**src/rtl/core/rcir_pkg.sv**
```systemverilog
// rcir_pkg: shared types and constants for the raster counter / irq register unit
// no dependencies; used by the channel interfaces, rcir_core and the top level

package rcir_pkg;

  localparam int unsigned OP_W      = 2;
  localparam int unsigned OFFSET_W  = 6;
  localparam int unsigned BYTE_W    = 8;
  localparam int unsigned STEP_W    = 6;
  localparam int unsigned LINE_W    = 9;
  localparam int unsigned PIXEL_W   = 10;
  localparam int unsigned CFG_IDX_W = 2;
  localparam int unsigned CFG_DAT_W = 9;

  typedef enum logic [OP_W-1:0] {
    OP_TICK  = 2'd0,
    OP_READ  = 2'd1,
    OP_WRITE = 2'd2
  } op_t;

  // configuration register indexes
  localparam logic [CFG_IDX_W-1:0] CFG_PIXEL_STEP  = 2'd0;
  localparam logic [CFG_IDX_W-1:0] CFG_LINE_LENGTH = 2'd1;
  localparam logic [CFG_IDX_W-1:0] CFG_FRAME_LINES = 2'd2;

  // configuration reset values
  localparam logic [STEP_W-1:0] PIXEL_STEP_RST  = 6'd6;
  localparam logic [LINE_W-1:0] LINE_LENGTH_RST = 9'd403;
  localparam logic [LINE_W-1:0] FRAME_LINES_RST = 9'd284;

  // register map offsets
  localparam logic [OFFSET_W-1:0] OFF_CR1    = 6'h11;
  localparam logic [OFFSET_W-1:0] OFF_RASTER = 6'h12;
  localparam logic [OFFSET_W-1:0] OFF_MP     = 6'h18;
  localparam logic [OFFSET_W-1:0] OFF_IR     = 6'h19;
  localparam logic [OFFSET_W-1:0] OFF_IE     = 6'h1A;
  localparam logic [OFFSET_W-1:0] OFF_BG0    = 6'h21;

  typedef struct packed {
    logic [OP_W-1:0]     op;
    logic [OFFSET_W-1:0] reg_offset;
    logic [BYTE_W-1:0]   write_data;
  } item_t;

  typedef struct packed {
    logic [BYTE_W-1:0] read_data;
    logic              irq_raised;
  } result_t;

  typedef struct packed {
    logic                 en;
    logic [CFG_IDX_W-1:0] index;
    logic [CFG_DAT_W-1:0] data;
  } cfg_wr_t;

endpackage

```
**src/rtl/core/rcir_if.sv**
```systemverilog
// rcir_if: valid/ready channel interfaces for items, results and config writes
// depends on rcir_pkg for field widths

interface rcir_in_if;
  logic                              valid;
  logic                              ready;
  logic [rcir_pkg::OP_W-1:0]         op;
  logic [rcir_pkg::OFFSET_W-1:0]     reg_offset;
  logic [rcir_pkg::BYTE_W-1:0]       write_data;

  modport source (output valid, output op, output reg_offset, output write_data, input ready);
  modport sink   (input valid, input op, input reg_offset, input write_data, output ready);
endinterface

interface rcir_out_if;
  logic                              valid;
  logic                              ready;
  logic [rcir_pkg::BYTE_W-1:0]       read_data;
  logic                              irq_raised;

  modport source (output valid, output read_data, output irq_raised, input ready);
  modport sink   (input valid, input read_data, input irq_raised, output ready);
endinterface

interface rcir_cfg_if;
  logic                              valid;
  logic                              ready;
  logic [rcir_pkg::CFG_IDX_W-1:0]    index;
  logic [rcir_pkg::CFG_DAT_W-1:0]    data;

  modport source (output valid, output index, output data, input ready);
  modport sink   (input valid, input index, input data, output ready);
endinterface

```
**src/rtl/core/raster_counter_irq_regs_unit.sv**
```systemverilog
// raster_counter_irq_regs_unit: top level with input beat register, rcir_core and
// result register; depends on rcir_pkg, rcir_if and rcir_core
// an item is held in the input beat register, then its result in the result register
// throughput: one item per cycle unless a held result stalls; the input register feeds
// the core logic, whose result lands in the output register, so both advance together
// reset: synchronous active-low; config returns to step 6, length 403, lines 284

module raster_counter_irq_regs_unit (
  input  logic        clk,
  input  logic        rst_n,
  rcir_in_if.sink     in_bus,
  rcir_out_if.source  out_bus,
  rcir_cfg_if.sink    cfg_bus
);

  logic              item_vld_r;
  rcir_pkg::item_t   item_r;
  logic              res_vld_r;
  rcir_pkg::result_t res_r;
  rcir_pkg::result_t res_nxt;
  rcir_pkg::cfg_wr_t cfg_wr;
  logic              advance;
  logic              in_fire;

  // item moves into the result register when that slot is free or draining
  assign advance        = item_vld_r && (!res_vld_r || out_bus.ready);
  assign in_bus.ready   = !item_vld_r || advance;
  assign in_fire        = in_bus.valid && in_bus.ready;

  assign cfg_bus.ready  = 1'b1;
  assign cfg_wr.en      = cfg_bus.valid;
  assign cfg_wr.index   = cfg_bus.index;
  assign cfg_wr.data    = cfg_bus.data;

  rcir_core u_core (
    .clk    (clk),
    .rst_n  (rst_n),
    .item   (item_r),
    .commit (advance),
    .cfg_wr (cfg_wr),
    .result (res_nxt)
  );

  always_ff @(posedge clk) begin
    if (!rst_n) begin
      item_vld_r <= 1'b0;
      res_vld_r  <= 1'b0;
    end else begin
      if (in_fire) begin
        item_vld_r <= 1'b1;
      end else if (advance) begin
        item_vld_r <= 1'b0;
      end
      if (advance) begin
        res_vld_r <= 1'b1;
      end else if (out_bus.ready) begin
        res_vld_r <= 1'b0;
      end
    end
  end

  always_ff @(posedge clk) begin
    if (in_fire) begin
      item_r.op         <= in_bus.op;
      item_r.reg_offset <= in_bus.reg_offset;
      item_r.write_data <= in_bus.write_data;
    end
    if (advance) begin
      res_r <= res_nxt;
    end
  end

  assign out_bus.valid      = res_vld_r;
  assign out_bus.read_data  = res_r.read_data;
  assign out_bus.irq_raised = res_r.irq_raised;

endmodule

```
**src/rtl/core/rcir_core.sv**
```systemverilog
// rcir_core: raster counters, register file and config registers; computes one result
// per item combinationally and commits state when the item advances; uses rcir_pkg

module rcir_core (
  input  logic              clk,
  input  logic              rst_n,
  input  rcir_pkg::item_t   item,
  input  logic              commit,
  input  rcir_pkg::cfg_wr_t cfg_wr,
  output rcir_pkg::result_t result
);

  logic [rcir_pkg::STEP_W-1:0]  pixel_step_r;
  logic [rcir_pkg::LINE_W-1:0]  line_length_r;
  logic [rcir_pkg::LINE_W-1:0]  frame_lines_r;

  logic [rcir_pkg::PIXEL_W-1:0] pixel_count_r, pixel_count_nxt;
  logic [rcir_pkg::LINE_W-1:0]  raster_line_r, raster_line_nxt;
  logic [rcir_pkg::LINE_W-1:0]  raster_compare_r, raster_compare_nxt;
  logic [rcir_pkg::BYTE_W-1:0]  memory_pointers_r, memory_pointers_nxt;
  logic [rcir_pkg::BYTE_W-1:0]  irq_latch_r, irq_latch_nxt;
  logic [rcir_pkg::BYTE_W-1:0]  irq_enable_r, irq_enable_nxt;
  logic [rcir_pkg::BYTE_W-1:0]  background_colour_r, background_colour_nxt;

  logic [rcir_pkg::PIXEL_W:0]   pixel_sum;
  logic [rcir_pkg::PIXEL_W:0]   pixel_wrap;
  logic [rcir_pkg::LINE_W:0]    line_inc;

  assign pixel_sum  = {1'b0, pixel_count_r} + {5'b0, pixel_step_r};
  assign pixel_wrap = pixel_sum - {2'b0, line_length_r};
  assign line_inc   = {1'b0, raster_line_r} + 10'd1;

  always_comb begin
    pixel_count_nxt       = pixel_count_r;
    raster_line_nxt       = raster_line_r;
    raster_compare_nxt    = raster_compare_r;
    memory_pointers_nxt   = memory_pointers_r;
    irq_latch_nxt         = irq_latch_r;
    irq_enable_nxt        = irq_enable_r;
    background_colour_nxt = background_colour_r;
    result                = '0;

    case (rcir_pkg::op_t'(item.op))
      rcir_pkg::OP_TICK: begin
        if (pixel_sum >= {2'b0, line_length_r}) begin
          pixel_count_nxt = pixel_wrap[rcir_pkg::PIXEL_W-1:0];
          // line wraps to zero at the frame end
          if (line_inc >= {1'b0, frame_lines_r}) begin
            raster_line_nxt = '0;
          end else begin
            raster_line_nxt = line_inc[rcir_pkg::LINE_W-1:0];
          end
          if (irq_enable_r[0] && (raster_line_nxt == raster_compare_r)) begin
            irq_latch_nxt     = irq_latch_r | 8'h01;
            result.irq_raised = 1'b1;
          end
        end else begin
          pixel_count_nxt = pixel_sum[rcir_pkg::PIXEL_W-1:0];
        end
      end
      rcir_pkg::OP_READ: begin
        case (item.reg_offset)
          rcir_pkg::OFF_CR1:    result.read_data = {raster_line_r[8], 7'b0};
          rcir_pkg::OFF_RASTER: result.read_data = raster_line_r[7:0];
          rcir_pkg::OFF_MP:     result.read_data = memory_pointers_r;
          rcir_pkg::OFF_IR:     result.read_data = {4'b0, irq_latch_r[3:0]};
          rcir_pkg::OFF_IE:     result.read_data = {4'b0, irq_enable_r[3:0]};
          rcir_pkg::OFF_BG0:    result.read_data = background_colour_r;
          default:              result.read_data = '0;
        endcase
      end
      rcir_pkg::OP_WRITE: begin
        case (item.reg_offset)
          rcir_pkg::OFF_CR1:    raster_compare_nxt = {item.write_data[7], raster_compare_r[7:0]};
          rcir_pkg::OFF_RASTER: raster_compare_nxt = {raster_compare_r[8], item.write_data};
          rcir_pkg::OFF_MP:     memory_pointers_nxt   = item.write_data;
          rcir_pkg::OFF_IR:     irq_latch_nxt         = item.write_data;
          rcir_pkg::OFF_IE:     irq_enable_nxt        = item.write_data;
          rcir_pkg::OFF_BG0:    background_colour_nxt = item.write_data;
          default: ;
        endcase
      end
      default: ;
    endcase
  end

  always_ff @(posedge clk) begin
    if (!rst_n) begin
      pixel_count_r       <= '0;
      raster_line_r       <= '0;
      raster_compare_r    <= '0;
      memory_pointers_r   <= '0;
      irq_latch_r         <= '0;
      irq_enable_r        <= '0;
      background_colour_r <= '0;
    end else if (commit) begin
      pixel_count_r       <= pixel_count_nxt;
      raster_line_r       <= raster_line_nxt;
      raster_compare_r    <= raster_compare_nxt;
      memory_pointers_r   <= memory_pointers_nxt;
      irq_latch_r         <= irq_latch_nxt;
      irq_enable_r        <= irq_enable_nxt;
      background_colour_r <= background_colour_nxt;
    end
  end

  always_ff @(posedge clk) begin
    if (!rst_n) begin
      pixel_step_r  <= rcir_pkg::PIXEL_STEP_RST;
      line_length_r <= rcir_pkg::LINE_LENGTH_RST;
      frame_lines_r <= rcir_pkg::FRAME_LINES_RST;
    end else if (cfg_wr.en) begin
      case (cfg_wr.index)
        rcir_pkg::CFG_PIXEL_STEP:  pixel_step_r  <= cfg_wr.data[rcir_pkg::STEP_W-1:0];
        rcir_pkg::CFG_LINE_LENGTH: line_length_r <= cfg_wr.data;
        rcir_pkg::CFG_FRAME_LINES: frame_lines_r <= cfg_wr.data;
        default: ;
      endcase
    end
  end

endmodule

```
**src/flat_wrapper.sv**
```systemverilog
// flat-port wrapper written by rule: the top's interface ports become plain ports
module raster_counter_irq_regs_unit_flat 
  (clk, rst_n, in_bus_valid, in_bus_op, in_bus_reg_offset, in_bus_write_data, in_bus_ready, out_bus_valid, out_bus_read_data, out_bus_irq_raised, out_bus_ready, cfg_bus_valid, cfg_bus_index, cfg_bus_data, cfg_bus_ready);
  rcir_in_if in_bus_i ();
  rcir_out_if out_bus_i ();
  rcir_cfg_if cfg_bus_i ();
  input  logic clk;
  input  logic rst_n;
  input wire logic [$bits(in_bus_i.valid)-1:0] in_bus_valid;
  input wire logic [$bits(in_bus_i.op)-1:0] in_bus_op;
  input wire logic [$bits(in_bus_i.reg_offset)-1:0] in_bus_reg_offset;
  input wire logic [$bits(in_bus_i.write_data)-1:0] in_bus_write_data;
  output wire logic [$bits(in_bus_i.ready)-1:0] in_bus_ready;
  output wire logic [$bits(out_bus_i.valid)-1:0] out_bus_valid;
  output wire logic [$bits(out_bus_i.read_data)-1:0] out_bus_read_data;
  output wire logic [$bits(out_bus_i.irq_raised)-1:0] out_bus_irq_raised;
  input wire logic [$bits(out_bus_i.ready)-1:0] out_bus_ready;
  input wire logic [$bits(cfg_bus_i.valid)-1:0] cfg_bus_valid;
  input wire logic [$bits(cfg_bus_i.index)-1:0] cfg_bus_index;
  input wire logic [$bits(cfg_bus_i.data)-1:0] cfg_bus_data;
  output wire logic [$bits(cfg_bus_i.ready)-1:0] cfg_bus_ready;
  assign in_bus_i.valid = in_bus_valid;
  assign in_bus_i.op = in_bus_op;
  assign in_bus_i.reg_offset = in_bus_reg_offset;
  assign in_bus_i.write_data = in_bus_write_data;
  assign in_bus_ready = in_bus_i.ready;
  assign out_bus_valid = out_bus_i.valid;
  assign out_bus_read_data = out_bus_i.read_data;
  assign out_bus_irq_raised = out_bus_i.irq_raised;
  assign out_bus_i.ready = out_bus_ready;
  assign cfg_bus_i.valid = cfg_bus_valid;
  assign cfg_bus_i.index = cfg_bus_index;
  assign cfg_bus_i.data = cfg_bus_data;
  assign cfg_bus_ready = cfg_bus_i.ready;
  raster_counter_irq_regs_unit u_core (.clk(clk), .rst_n(rst_n), .in_bus(in_bus_i), .out_bus(out_bus_i), .cfg_bus(cfg_bus_i));
endmodule
```
**config.mk**
```make
export PLATFORM = sky130hd
export DESIGN_NAME = raster_counter_irq_regs_unit_flat
export DESIGN_NICKNAME = d
export VERILOG_FILES = /design/src/rtl/core/rcir_pkg.sv /design/src/rtl/core/rcir_if.sv /design/src/rtl/core/raster_counter_irq_regs_unit.sv /design/src/rtl/core/rcir_core.sv /design/src/flat_wrapper.sv
export SDC_FILE = /design/constraint.sdc
export NUM_CORES = 1
export LEC_CHECK = 0
export ABC_CLOCK_PERIOD_IN_PS = 8000
export BUFFER_PORTS_ARGS = -buffer_cell sky130_fd_sc_hd__buf_4
export CAP_MARGIN = 20
export CORE_MARGIN = 3
export CORE_UTILIZATION = 50
export DETAILED_ROUTE_END_ITERATION = 10
export PLACE_DENSITY = 0.68
export SKIP_CTS_REPAIR_TIMING = 1
export SYNTH_ARGS = -nofsm -noshare
export SYNTH_HDL_FRONTEND = slang
export SYNTH_SLANG_ARGS = --single-unit
```
**constraint.sdc**
```tcl
create_clock -name clk -period 8 [get_ports clk]
set_clock_uncertainty 0.15 [all_clocks]
set_input_delay 1.6 -clock clk [delete_from_list [all_inputs] [get_ports clk]]
set_output_delay 1.6 -clock clk [all_outputs]
set_load 0.01 [all_outputs]
```
==> impl_results.md <==
- Outcome: finished, final reports clean
- EDFF count, synth: 25
- Vias/cell: between 5 and 6
- Seq/Total Area, Yosys: 0.4215
- Largest family of logic cells by synthesized area: simple AND/OR/NAND/NOR gates
- CTS root buf: clkbuf_8
- First-pass GRT wire length: 21720 µm
- WL/cell: about 17 µm
- Largest cells by area after synthesis: dfxtp_1, edfxtp_1, mux2i_1
- CP Buf/Inv Count: 1
- Slew Limit Headroom: 0.2624
- Combinational Power Share: 0.103
- CP dominant cell by count: nor2_1
- Post-route ant nets: 0
- Top cells by count, synth: nor2_1, dfxtp_1, nand2_1
- I/O pins: between 40 and 50
- Core footprint: roughly 11000 µm²
- Cell breakdown of the critical path: ha_1 -> inv_1 -> fa_1 -> nor2b_1 -> o31ai_1 -> a21oi_1 -> nor2_1 -> nor2_1 -> xor2_1 -> ha_1 -> nand4_1 -> nor2_1 -> a221oi_1 -> o21ai_2 -> a21oi_4 -> mux2_2 -> a22oi_1 -> nor2_1
- TritonCTS sink count: between 100 and 150
- Post-DP HPWL: between 9000 and 10000 µm
- Yosys cell types: 75
- Xor and xnor area share after synthesis: 0.03193
- RSZ-0062 raised after global routing: no
- Final Cycle Share: 0.5588
- IO buf count: 42
- Total gr overflow: 0
- RD Place Congestion: around 0.90
- Ratio of cells with drive above 1 in the final layout: 0.1410
- Slew @ Worst Pin: ~1.1 ns
- Worst setup SP type: flip-flop
- Final Util: 0.5796
- Syn Nets: 650
- Die Height: roughly 110 µm
- Reg clk slew, reported paths: approximately 0.10 ns
- Mapped Cells: around 590
- Sw frac: 0.2601
- Post-Route Setup TNS: 0 ns
- CP top delay family: compound AO/OA/AOI/OAI gates
- Die area: 12260 µm²
- Critical path type: flip-flop to flip-flop
- Switching pwr: between 200 and 300 µW
- Initial Util: 0.5220
- Nets: a little under 700
- CTS tree: yes
- Tmin final: about 4.5 ns
- Ys async rst share: 0
- Die Wd: roughly 110 µm
- Power Density: 160.4 nW/µm²
- Antenna cell count: 0
- Fmax: 0.2237 GHz
- CTS H-Tree Depth: 3
- Critical path's slowest cell: a21oi_4
- Count leader, synth: nor2_1
- Final WS setup: 3.530 ns
- Top FF cell, synth: dfxtp_1
- Sequential share of power: 0.570
- Peak supply drop: around 100 µV
- Non-Filler Instances: around 770
- Syn Std Cell Area: roughly 5500 µm²
- All-Layer GR Usage: 0.2183
- Crit-path max cell delay: 0.47 ns
- DRT iter0 DRCs: approximately 300
- CP Capture Type: flip-flop
- DRT Pass-1 Iters: 5
- Clk pwr share: 0.327
- WL final: between 10000 and 15000 µm
- Max Slew Vio Count: 0
- CTS buffer count: 9
- Fillers: 938
- DRC violations left: 0
- Vias in the first global route: about 4400
- Pre-CTS setup slack: roughly 3.5 ns
- Yosys warning count: 0
- Largest net degree at the start of global routing: 64
- Internal: roughly 720 µW
- Leakage: 0.002279 µW
- Synth-to-Final Area Change: 11.04%
- Max clock buf depth: 2
- Flops & latches, synth: ~100
- Hold Violations, Final: 0
- Routed vias: approximately 4300
- Synthesized area per cell: just over 9 µm²
- CP arrival: approximately 4.6 ns
- Synth Area in Compound Gates: 0.1683
- Area share of fa/ha/maj cells after synthesis: 0.06432
- Initial antenna violation count: 0
- Multiplexer area fraction after synthesis: 0.08440
- CP required: between 8 and 9 ns
- Worst-Skew Late Latency: ~0.37 ns
- Hold Crit Class: flip-flop to flip-flop
- Maximum Capacitance Violations: 0
- Setup violators final: 0
- CP max FO: 19
- Core Rows: 37
- Placed cell count: 750
- Synth Area in Simple Gates: 0.1825
- Share of the synthesized area in the top cell type: 0.2847
- Cell taking the most area after synthesis: dfxtp_1
[per-layer routing]
layer  part of all wire  wire length, µm  track usage  vias up
li1                   -                -            -     2174
met1               0.46             5964       0.2926     2044
met2               0.47             6080       0.3507       99
met3              0.038              488      0.03221       22
met4              0.025              327      0.09524        0
met5                  0                0            0        -
[power groups by stage]
stage | Clock, µW | Combinational (µW) | Sequential (µW)
CTS | 327 | 99.5 | 557
global placement | 0 | 95.6 | 568
floorplan | 0 | 65.0 | 566
finish | 320 | 101 | 557
detailed placement | 0 | 98.7 | 569
global route | 352 | 113 | 558
[state kept, by name, indices dropped and copies added, names as in the netlist]
register / cells
u_core.item_r: 16
u_core.u_core.raster_line_r: 9
u_core.u_core.memory_pointers_r: 8
u_core.u_core.raster_compare_r: 9
u_core.u_core.irq_latch_r: 4
u_core.out_bus.irq_raised: 1
u_core.out_bus.read_data: 8
u_core.item_vld_r: 1
u_core.u_core.pixel_count_r: 10
u_core.u_core.irq_enable_r: 4
u_core.u_core.pixel_step_r: 6
u_core.u_core.frame_lines_r: 9
u_core.out_bus.valid: 1
u_core.u_core.line_length_r: 9
u_core.u_core.background_colour_r: 8
[path summary, 6_finish.rpt]
check / startpoint / endpoint / slack (ns) / cells after the start
min reg2reg: u_core.u_core.line_length_r[2]$_SDFFE_PN0P_ / u_core.u_core.line_length_r[2]$_SDFFE_PN0P_ / 0.31 / 2
max reg2reg: u_core.u_core.pixel_step_r[0]$_SDFFE_PN0P_ / u_core.u_core.pixel_count_r[6]$_SDFFE_PN0P_ / 3.53 / 18
max: u_core.u_core.pixel_step_r[0]$_SDFFE_PN0P_ / u_core.u_core.pixel_count_r[6]$_SDFFE_PN0P_ / 3.53 / 18
min: u_core.u_core.line_length_r[2]$_SDFFE_PN0P_ / u_core.u_core.line_length_r[2]$_SDFFE_PN0P_ / 0.31 / 2
[tightest hold or removal path, stage by stage (launching register included)]
cell	delay (ns)
dfxtp_1	0.32
nand2_1	0.05
a21oi_1	0.05
[through the flow]
stage | power (µW) | instance area, µm² | hold slack (ns)
2_1_floorplan | 630.9 | 5485 | 0.2856
3_3_place_gp | 663.7 | 5879 | 0.2960
3_5_place_dp | 667.4 | 5879 | 0.2973
4_1_cts | 983.2 | 6071 | 0.3108
5_1_grt | 1023 | 6091 | 0.3428
6_report | 976.8 | 6091 | 0.3145
[kinds of logic after synthesis]
group,count (synthesis)
muxes,46
other,1
xor gates and xnor gates,20
buffers and inverters,59
AOI/OAI and AO/OA,129
and+or+nand+nor,206
adders and majority gates,27
DFF,103
[cell type report]
| cell class | instances | area, µm² | share of cell area |
|---|---|---|---|
| Tap cell | 136 | 170.2 | 0.02794 |
| Multi-Input combinational cell | 429 | 2924 | 0.4801 |
| Sequential cell | 103 | 2312 | 0.3796 |
| Inverter | 38 | 142.6 | 0.02342 |
| Clock buffer | 11 | 151.4 | 0.02486 |
| Clock inverter | 5 | 40.04 | 0.006574 |
| Timing Repair Buffer | 45 | 350.3 | 0.05752 |
[cells in the final DEF, fill, tap and decap left out, drive strengths merged, types with 10 or more instances in the layout]
| master | n |
|---|---|
| a21oi | 34 |
| buf | 45 |
| clkbuf | 11 |
| dfxtp | 78 |
| edfxtp | 25 |
| ha | 25 |
| inv | 40 |
| mux2i | 44 |
| nand2 | 56 |
| nor2 | 86 |
| o211ai | 10 |
| o21ai | 26 |
| xnor2 | 18 |
Note: power is estimated with default switching activity, not from simulation.
